**src/rlds_pkg.sv**
```systemverilog
`default_nettype none
package rlds_pkg;

  localparam int MAX_LINES = 1024;
  localparam int MAX_RUNS  = 4096;
  localparam int LINE_AW   = $clog2(MAX_LINES);
  localparam int RUN_AW    = $clog2(MAX_RUNS);

  localparam logic [2:0] CMD_LOAD_LINE = 3'd0;
  localparam logic [2:0] CMD_LOAD_RUN  = 3'd1;
  localparam logic [2:0] CMD_RASTER    = 3'd2;
  localparam logic [2:0] CMD_LINE_SCAN = 3'd3;
  localparam logic [2:0] CMD_NEXT_RUN  = 3'd4;
  localparam logic [2:0] CMD_NEXT_LINE = 3'd5;

  localparam logic [2:0] REG_SCAN_DIRECTION = 3'd0;
  localparam logic [2:0] REG_DOMAIN_KIND    = 3'd1;
  localparam logic [2:0] REG_FIRST_LINE     = 3'd2;
  localparam logic [2:0] REG_LAST_LINE      = 3'd3;
  localparam logic [2:0] REG_FIRST_COLUMN   = 3'd4;
  localparam logic [2:0] REG_LAST_COLUMN    = 3'd5;

  localparam logic [1:0] ST_OK    = 2'd0;
  localparam logic [1:0] ST_END   = 2'd1;
  localparam logic [1:0] ST_FULL  = 2'd2;
  localparam logic [1:0] ST_NORUN = 2'd3;

  localparam logic [1:0] KIND_LIST = 2'd0;
  localparam logic [1:0] KIND_RECT = 2'd1;
  localparam logic [1:0] KIND_EMPTY = 2'd2;

  typedef enum logic [2:0] {
    OP_LOAD_LINE, OP_LOAD_RUN, OP_RASTER, OP_LINE_SCAN, OP_NEXT_RUN, OP_NEXT_LINE, OP_NOP
  } op_t;

  typedef struct packed {
    op_t                op;
    logic [12:0]        run_count;
    logic [14:0]        left_offset;
    logic [14:0]        right_offset;
    logic signed [15:0] start_line;
    logic [10:0]        line_step;
  } entry_t;

  typedef struct packed {
    logic [1:0]         scan_direction;
    logic [1:0]         domain_kind;
    logic signed [15:0] first_line;
    logic signed [15:0] last_line;
    logic signed [15:0] first_column;
    logic signed [15:0] last_column;
  } cfg_t;

  typedef struct packed {
    logic [1:0]         status;
    logic signed [15:0] line_position;
    logic signed [15:0] left_column;
    logic signed [15:0] right_column;
    logic [16:0]        column_count;
    logic [10:0]        lines_advanced;
  } res_t;

endpackage
`default_nettype wire

```
**src/rlds_if.sv**
```systemverilog
`default_nettype none
interface rlds_in_if;
  logic               valid;
  logic               ready;
  logic [2:0]         command;
  logic [12:0]        run_count;
  logic [14:0]        left_offset;
  logic [14:0]        right_offset;
  logic signed [15:0] start_line;
  logic [10:0]        line_step;
  modport source(output valid, command, run_count, left_offset, right_offset, start_line,
                 line_step, input ready);
  modport sink(input valid, command, run_count, left_offset, right_offset, start_line,
               line_step, output ready);
endinterface

`default_nettype wire

```
**src/rlds_front.sv**
```systemverilog
`default_nettype none
module rlds_front (
  input  wire logic       clk,
  input  wire logic       rst,
  rlds_in_if.sink         item,
  output rlds_pkg::entry_t head,
  output logic            head_valid,
  input  wire logic       pop
);
  import rlds_pkg::*;

  entry_t     slots [2];
  entry_t     incoming;
  logic       wr_ptr;
  logic       rd_ptr;
  logic [1:0] count;
  logic       push;
  logic       take;

  always_comb begin
    incoming.run_count    = item.run_count;
    incoming.left_offset  = item.left_offset;
    incoming.right_offset = item.right_offset;
    incoming.start_line   = item.start_line;
    incoming.line_step    = item.line_step;
    unique case (item.command)
      CMD_LOAD_LINE: incoming.op = OP_LOAD_LINE;
      CMD_LOAD_RUN:  incoming.op = OP_LOAD_RUN;
      CMD_RASTER:    incoming.op = OP_RASTER;
      CMD_LINE_SCAN: incoming.op = OP_LINE_SCAN;
      CMD_NEXT_RUN:  incoming.op = OP_NEXT_RUN;
      CMD_NEXT_LINE: incoming.op = OP_NEXT_LINE;
      default:       incoming.op = OP_NOP;
    endcase
  end

  assign item.ready = (count != 2'd2);
  assign push       = item.valid && item.ready;
  assign head_valid = (count != 2'd0);
  assign take       = pop && head_valid;
  assign head       = slots[rd_ptr];

  always_ff @(posedge clk) begin
    if (push) begin
      slots[wr_ptr] <= incoming;
    end
  end

  always_ff @(posedge clk) begin
    if (rst) begin
      wr_ptr <= 1'b0;
      rd_ptr <= 1'b0;
      count  <= 2'd0;
    end else begin
      if (push) wr_ptr <= ~wr_ptr;
      if (take) rd_ptr <= ~rd_ptr;
      count <= count + {1'b0, push} - {1'b0, take};
    end
  end
endmodule
`default_nettype wire

```
**src/flat_wrapper.sv**
```systemverilog
// flat-port wrapper written by rule: the top's interface ports become plain ports
module rlds_front_flat import rlds_pkg::*;
  (clk, rst, head, head_valid, pop, item_valid, item_command, item_run_count, item_left_offset, item_right_offset, item_start_line, item_line_step, item_ready);
  rlds_in_if item_i ();
  input  wire logic clk;
  input  wire logic rst;
  output rlds_pkg::entry_t head;
  output logic head_valid;
  input  wire logic pop;
  input wire logic [$bits(item_i.valid)-1:0] item_valid;
  input wire logic [$bits(item_i.command)-1:0] item_command;
  input wire logic [$bits(item_i.run_count)-1:0] item_run_count;
  input wire logic [$bits(item_i.left_offset)-1:0] item_left_offset;
  input wire logic [$bits(item_i.right_offset)-1:0] item_right_offset;
  input wire logic [$bits(item_i.start_line)-1:0] item_start_line;
  input wire logic [$bits(item_i.line_step)-1:0] item_line_step;
  output wire logic [$bits(item_i.ready)-1:0] item_ready;
  assign item_i.valid = item_valid;
  assign item_i.command = item_command;
  assign item_i.run_count = item_run_count;
  assign item_i.left_offset = item_left_offset;
  assign item_i.right_offset = item_right_offset;
  assign item_i.start_line = item_start_line;
  assign item_i.line_step = item_line_step;
  assign item_ready = item_i.ready;
  rlds_front u_core (.clk(clk), .rst(rst), .item(item_i), .head(head), .head_valid(head_valid), .pop(pop));
endmodule
```
**config.mk**
```make
export PLATFORM = sky130hd
export DESIGN_NAME = rlds_front_flat
export DESIGN_NICKNAME = d
export VERILOG_FILES = /design/src/rlds_pkg.sv /design/src/rlds_if.sv /design/src/rlds_front.sv /design/src/flat_wrapper.sv
export SDC_FILE = /design/constraint.sdc
export NUM_CORES = 1
export LEC_CHECK = 0
export BUFFER_PORTS_ARGS = -buffer_cell sky130_fd_sc_hd__buf_2
export CORE_AREA = 2 2 133 96
export DETAILED_ROUTE_END_ITERATION = 8
export DIE_AREA = 0 0 135 98
export GPL_ROUTABILITY_DRIVEN = 0
export GPL_TIMING_DRIVEN = 0
export PLACE_DENSITY = 0.82
export SLEW_MARGIN = 20
export SYNTH_ARGS = -nofsm -noshare
export SYNTH_HDL_FRONTEND = slang
export SYNTH_SLANG_ARGS = --single-unit
```
**constraint.sdc**
```tcl
create_clock -name clk -period 5.7 [get_ports clk]
set_clock_uncertainty 0.1 [all_clocks]
set_input_delay 0.285 -clock clk [delete_from_list [all_inputs] [get_ports clk]]
set_output_delay 0.285 -clock clk [all_outputs]
set_load 0.05 [all_outputs]
```
==> results of run 1 <==
[layout by cell type, fill, tap and decap left out, drive strengths merged]
cell type | synthesis | routed
a21boi | 1 | 1
and2 | 2 | 2
and3 | 1 | 1
buf | 8 | 163
bufinv | 0 | 4
clkbuf | 2 | 20
clkinv | 0 | 3
clkinvlp | 0 | 2
dfxtp | 5 | 5
dlygate4sd3 | 0 | 71
edfxtp | 146 | 146
ha | 2 | 2
inv | 2 | 7
mux2 | 73 | 73
nand2b | 2 | 2
nand3 | 1 | 1
nor2 | 4 | 4
nor2b | 2 | 2
nor3 | 1 | 1
o21a | 1 | 1
o21ai | 1 | 1
or2 | 1 | 1
xnor2 | 1 | 1
xor2 | 1 | 1
[per-layer routing]
metal / up-vias / wire length, um
li1: 1506 / -
met1: 1562 / 4790
met2: 103 / 5880
met3: 14 / 603
met4: 0 / 138
met5: - / 0
[through the flow]
step / util / hold slack, ps / setup TNS (ps) / power, mW / setup WS, ps
floorplan: - / 257 / 0 / 2.73 / 779
global placement: 0.565 / 372 / -38130 / 3.00 / -529
detailed placement: 0.574 / 376 / 0 / 3.03 / 3780
CTS: 0.685 / 13.9 / 0 / 4.26 / 3610
global route: 0.685 / 75.8 / 0 / 4.38 / 3560
finish: 0.685 / 71.8 / 0 / 4.22 / 3650
[sequential cells by signal, summed over array words and instances, names as in the netlist, named ones only]
name	cells
u_core.wr_ptr	1
u_core.rd_ptr	1
u_core.slots	146
u_core.count	2
[area by class of cell]
class	instances	area, sq um	share of cell area
clock inverter	14	195	0.0236
sequential	151	4480	0.542
buffer	10	159	0.0192
inverter	2	7.51	0.000907
tap	162	203	0.0245
multi-input combinational	94	1230	0.149
timing repair buffer	226	1560	0.189
clock buffer	18	429	0.0519
[power breakdown]
part | switching [mW] | internal [mW] | leakage [nW]
registers | 0.0480 | 1.41 | 1.40
clock network | 0.433 | 0.737 | 0.297
logic | 1.02 | 0.577 | 1.59
total | 1.50 | 2.72 | 3.29
[worst max-delay path, cell delays in order, from the launching register on]
cell,delay [ps]
dfxtp_1,320
buf_6,220
buf_12,180
mux2_4,320
buf_2,210
[worst max path at each step]
stage | end | start | slack (ps)
5_1_grt | head[43] | flop | 3560
6_report | head[43] | flop | 3650
3_3_place_gp | u_core.slots[0][41]$_DFFE_PP_ | u_core.count[0]$_SDFF_PP0_ | -530
3_5_place_dp | u_core.slots[0][41]$_DFFE_PP_ | u_core.count[0]$_SDFF_PP0_ | 3780
4_1_cts | head[10] | flop | 3610
2_1_floorplan | u_core.slots[0][0]$_DFFE_PP_ | u_core.count[0]$_SDFF_PP0_ | 780
[cells by family after synthesis]
group | Yosys count | share of synthesized area
flops | 151 | 0.764
mux | 73 | 0.185
simple gates | 14 | 0.0128
buf+inv | 12 | 0.0283
compound gates | 3 | 0.00341
xor+xnor | 2 | 0.00298
fa+ha+maj | 2 | 0.00426
[repair_timing]
action	CTS	global route
gates resized for setup	0	0
hold endpoints to repair	142	0
hold buffers	71	0
==> reports/metrics.yaml, run 1 <==
synth_largest_area_cell: "edfxtp_1"
antenna_found_initial: 0
min_path_cells: 3
start_util: 0.486
clock_path_buffers: 2
synthesis.nets: 336
yosys_warnings: 0
syn_area_sq_um: 5870
hold_path_class: "input pin to flop"
crit_fanout: 10
use_met3: 0.0556
tritoncts: "done"
routed_wl_mm: 11.4
hold_viol_final: 0
slew_headroom: 0.670
r2r.worst_path.cells: 5
rr_startpoint: "u_core.count[0]$_SDFF_PP0_"
synth_cells: 257
grt_use_met1: 0.207
clk_latency_ps: 410
globalRouteOverflowTotal: 0
wl_per_cell_um: 16.9
via_count: 3185
core_sq_um: 12100
dp_cells: 574
rows: 34
track_usage: 0.180
min_period_ps: 2050
drv_slew: 0
cts_setup_buffers: 0
synth.distinct_cells: 22
synth_area_leaders: "edfxtp_1 75%, mux2_4 18%, buf_12 2.4%"
port_buffers: 151
power_density_nw_per_um2: 510
yosys.area.top_type_share: 0.746
setup_viol: 0
n_fill_cell: 783
dpl.hpwl_mm: 6.88
async_flop_share: 0
worstReg2RegEnd: "u_core.slots[0][0]$_DFFE_PP_"
synth_top_flop_cell: "edfxtp_1"
hold_end: "u_core.wr_ptr$_SDFFE_PP0P_"
setup.worst_path.start_class: "flop"
status: "finished clean"
synth-edff-count: 146
die_area_sq_um: 13200
worst_ep_required_time_ps: 5320
drc_errors: 0
crit_type: "flop to primary output"
period_share: 0.360
maxCapViolCount: 0
p_leak_nw: 3.29
grt_max_degree: 42
drtAntennaViolNets: 0
rrSetupSlack_ps: 3680
cp.arrival_ps: 1660
drive_gt1_frac: 0.520
clk_pin_slew_worst_paths_ps: 60
post-synth-top-count-cell: "edfxtp_1"
drt_iter0_markers: 181
fmax_ghz: 0.488
grt-busiest-layer: "met2"
fin_cells: 677
synth_seq_cells: 151
ios: 152
synth_common_cells: "146 x edfxtp_1, 70 x mux2_4, 7 x buf_12"
min_from: "item_valid"
die_h_um: 98
peakVddDrop_mv: 0.309
clkSinkCount: 151
grt_pass1_wl_mm: 17.7
cts_root_buf: "clkbuf_16"
die_w_um: 135
dpl-instance-area_sq_um: 6940
finalNetCount: 581
area_growth_pct: 40.9
final_cell_area_sq_um: 8270
rsz0062_at_grt: "no"
cp-end-kind: "primary output"
n_antenna_cell: 0
tightest_slew_ps: 496
cts_buffers: 17
via_per_inst: 4.70
yosysSeqAreaShare: 0.764
dr.pass1.iters: 4
syn_avg_cell_area_sq_um: 22.9
ctsHtreeMaxLevel: 4
grt_use_met2: 0.319
grt_pass1_vias: 3467
No activity file was read; power rests on OpenSTA's default activity.
==> run 2, diff against run 1 <==
--- a/config.mk
+++ b/config.mk
@@ -5,13 +5,14 @@
 export SDC_FILE = /design/constraint.sdc
 export NUM_CORES = 1
 export LEC_CHECK = 0
+export ABC_AREA = 1
 export BUFFER_PORTS_ARGS = -buffer_cell sky130_fd_sc_hd__buf_2
-export CORE_AREA = 2 2 133 96
+export CORE_AREA = 2 2 137 99
 export DETAILED_ROUTE_END_ITERATION = 8
-export DIE_AREA = 0 0 135 98
+export DIE_AREA = 0 0 139 101
 export GPL_ROUTABILITY_DRIVEN = 0
 export GPL_TIMING_DRIVEN = 0
-export PLACE_DENSITY = 0.82
+export PLACE_DENSITY = 0.81
 export SLEW_MARGIN = 20
 export SYNTH_ARGS = -nofsm -noshare
 export SYNTH_HDL_FRONTEND = slang
==> constraint.sdc (replaced) <==
create_clock -name clk -period 1.66 [get_ports clk]
set_clock_uncertainty 0.1 [all_clocks]
set_input_delay 0.083 -clock clk [delete_from_list [all_inputs] [get_ports clk]]
set_output_delay 0.083 -clock clk [all_outputs]
set_load 0.05 [all_outputs]
==> run 2 against run 1 <==
The flow now finishes with violations (setup timing). Global-route usage is essentially flat. Register-to-register slack lost 3600 ps. Synthesized area rose by 0.23%. Combinational power increased to 3.9 times the previous value. Sequential power grew to 3.5 times the previous value. Worst hold slack better by 220 ps. First-iteration DRC count decreased by 7.2%. Cell count increased by 4.6%. Non-clock buffer count is 15 higher. Largest power group unchanged.
==> reports/metrics.yaml, run 2 <==
globalRouteOverflowTotal: 0  # unchanged
synthesis.nets: 348  # +3.6%
via_per_inst: 4.70  # about the same
setup_ws_ps: -115  # -3760 ps
drtAntennaViolNets: 0  # unchanged
synth_cells: 269  # +4.7%
syn_avg_cell_area_sq_um: 21.9  # -4.2%
dr.pass1.iters: 4  # unchanged
core_sq_um: 12800  # +5.8%
setup.worst_path.start_class: "flop"
clk_pin_slew_worst_paths_ps: 60  # about the same
grt_max_degree: 34  # -19%
post-synth-top-count-cell: "edfxtp_1"
p_leak_nw: 3.57  # +8.6%
cp.arrival_ps: 1590  # -70 ps
clkSinkCount: 151  # unchanged
die_area_sq_um: 14000  # +6.1%
yosysSeqAreaShare: 0.762  # -0.00179
grt_pass1_wl_mm: 18.8  # +6.5%
drv_slew: 0  # unchanged
synth_common_cells: "146 x edfxtp_1, 70 x mux2_4, 10 x inv_1"
drive_gt1_frac: 0.531  # +0.0110
syn_area_sq_um: 5890  # +0.23%
area_growth_pct: 52.7
wl_per_cell_um: 17.4  # +3.3%
r2r.worst_path.cells: 10  # +5
clk_latency_ps: 410  # about the same
synth_seq_cells: 151  # unchanged
maxCapViolCount: 0  # unchanged
tritoncts: "done"
synth-edff-count: 146  # unchanged
final_util: 0.703  # +0.0182
drc_errors: 0  # unchanged
cts_root_buf: "clkbuf_16"
port_buffers: 151  # unchanged
dr_wl_met3_um: 639  # +6.0%
rows: 35  # +2.9%
crit_fanout: 10  # unchanged
drt-met1-wl_mm: 4.84  # +0.94%
yosys.area.top_type_share: 0.745  # -0.00175
wl_met2_mm: 6.61  # +12%
rr_startpoint: "u_core.count[1]$_SDFF_PP0_"
worstReg2RegEnd: "u_core.count[1]$_SDFF_PP0_"
synth_top_flop_cell: "edfxtp_1"
regMostFlops: "u_core.slots"
largest_reg_flops: 146  # unchanged
violations: "setup timing"
top_regs: "u_core.slots: 146 flops, u_core.count: 2 flops"
period_share: 1.07
power_density_nw_per_um2: 1680  # +230%
n_antenna_cell: 0  # unchanged
slew_headroom: 0.736  # +0.0663
hold_viol_final: 0  # unchanged
status: "finished, violations left"
async_flop_share: 0  # unchanged
min_period_ps: 1770
finalNetCount: 609  # +4.8%
drt_iter0_markers: 168  # -7.2%
fmax_ghz: 0.564
cts_buffers: 17  # unchanged
yosys_warnings: 0  # unchanged
rrSetupSlack_ps: 110  # -3570 ps
tns_ps: -6130  # -6130 ps
via_count: 3329  # +4.5%
dpl.hpwl_mm: 7.12  # +3.4%
cp-end-kind: "primary output"
antenna_found_initial: 0  # unchanged
die_w_um: 139  # +3.0%
routed_wl_mm: 12.3  # +8.0%
peakVddDrop_mv: 0.943  # +210%
grt_pass1_vias: 3600  # +3.8%
final_common_cell: "edfxtp_1"
crit_type: "flop to primary output"
synth_area_leaders: "edfxtp_1 74%, mux2_4 18%, buf_12 2.4%"
worst_ep_required_time_ps: 1480  # -3840 ps
ctsHtreeMaxLevel: 4  # unchanged
hold_end: "u_core.count[0]$_SDFF_PP0_"
min_from: "rst"
hold_path_class: "input pin to flop"
rsz0062_at_grt: "yes"
synth.distinct_cells: 14  # -36%
die_h_um: 101  # +3.1%
start_util: 0.460  # -0.0258
setup_viol: 73  # +73
synth_largest_area_cell: "edfxtp_1"
clock_path_buffers: 2  # unchanged
ios: 152  # unchanged
final_cell_mix: "146 x edfxtp_1, 78 x buf_2, 76 x dlygate4sd3_1"
highest_layer: "met4"
min_path_cells: 3  # unchanged
tightest_slew_ps: 395  # -100 ps
track_usage: 0.180  # +0.000431
## run 2: worst max path at each step
| stage | slack [ps] | to | from | cells after the start |
|---|---|---|---|---|
| after CTS | -180 | head[35] | flop | 5 |
| final | -110 | head[53] | flop | 4 |
| after floorplan | -520 | u_core.slots[0][0]$_DFFE_PP_ | u_core.count[0]$_SDFF_PP0_ | 4 |
| after global routing | -180 | head[53] | flop | 4 |
| after global placement | -1020 | u_core.slots[1][25]$_DFFE_PP_ | u_core.count[0]$_SDFF_PP0_ | 4 |
| after detailed placement | -200 | u_core.slots[0][20]$_DFFE_PP_ | u_core.count[0]$_SDFF_PP0_ | 5 |
## run 2: through the flow
stage | hold slack (ps) | total power, mW | std cells | instance area [sq um] | setup WS (ps)
3_3_place_gp | 147 | 9.94 | 586 | 6890 | -1020
6_report | 296 | 15.1 | 708 | 8990 | -115
5_1_grt | 281 | 15.6 | 708 | 8990 | -175
4_1_cts | 252 | 15.0 | 704 | 8900 | -179
3_5_place_dp | 155 | 10.1 | 590 | 6970 | -200
2_1_floorplan | 46.8 | 9.10 | 269 | 5930 | -520
## run 2: cell type report
cell class / count / area [sq um]
clock inverters: 14 / 149
multi-input cells: 99 / 1280
fillers: 781 / 3800
flip-flops and latches: 151 / 4490
clock buffers: 17 / 425
repair buffers: 242 / 2250
well taps: 166 / 208
plain buffers: 9 / 148
inverters: 10 / 41.3
## run 2: critical path, cell delays in order, from the launching register on
cell and delay, ps:
dfxtp_4 390, buf_12 150, buf_12 150, mux2_4 330
buf_6 160
## run 2: power by group
part           leakage, nW  internal [mW]  switching [mW]
Clock                0.276           2.22            1.50
Sequential            1.41           4.89           0.212
Combinational         1.89           2.72            3.55
## run 2: timing repair
action / 4_1_cts / 5_1_grt
endpoints found under the setup margin: 185 / 126
buffers inserted: 4 / 4
hold buffers: 76 / 0
cloned: 3 / 1
gates resized for setup: 157 / 12
endpoints found under the hold margin: 151 / 0
pin swaps: 1 / 2
## run 2: metal layers
| layer | vias up | track usage |
|---|---|---|
| met4 | 0 | 0.0824 |
| li1 | 1561 | - |
| met3 | 25 | 0.0442 |
| met2 | 113 | 0.327 |
| met5 | - | 0 |
| met1 | 1630 | 0.204 |
## run 2: cell families (layout without fill, tap and decap cells)
| logic type | Yosys count | after routing | share of synthesized area |
|---|---|---|---|
| AO/OA/AOI/OAI | 3 | 3 | 0.00298 |
| adder cells (fa/ha/maj) | 2 | 2 | 0.00425 |
| buffers and inverters | 20 | 292 | 0.0334 |
| flip-flops | 151 | 151 | 0.762 |
| multiplexers | 73 | 73 | 0.184 |
| AND/OR/NAND/NOR | 20 | 21 | 0.0134 |
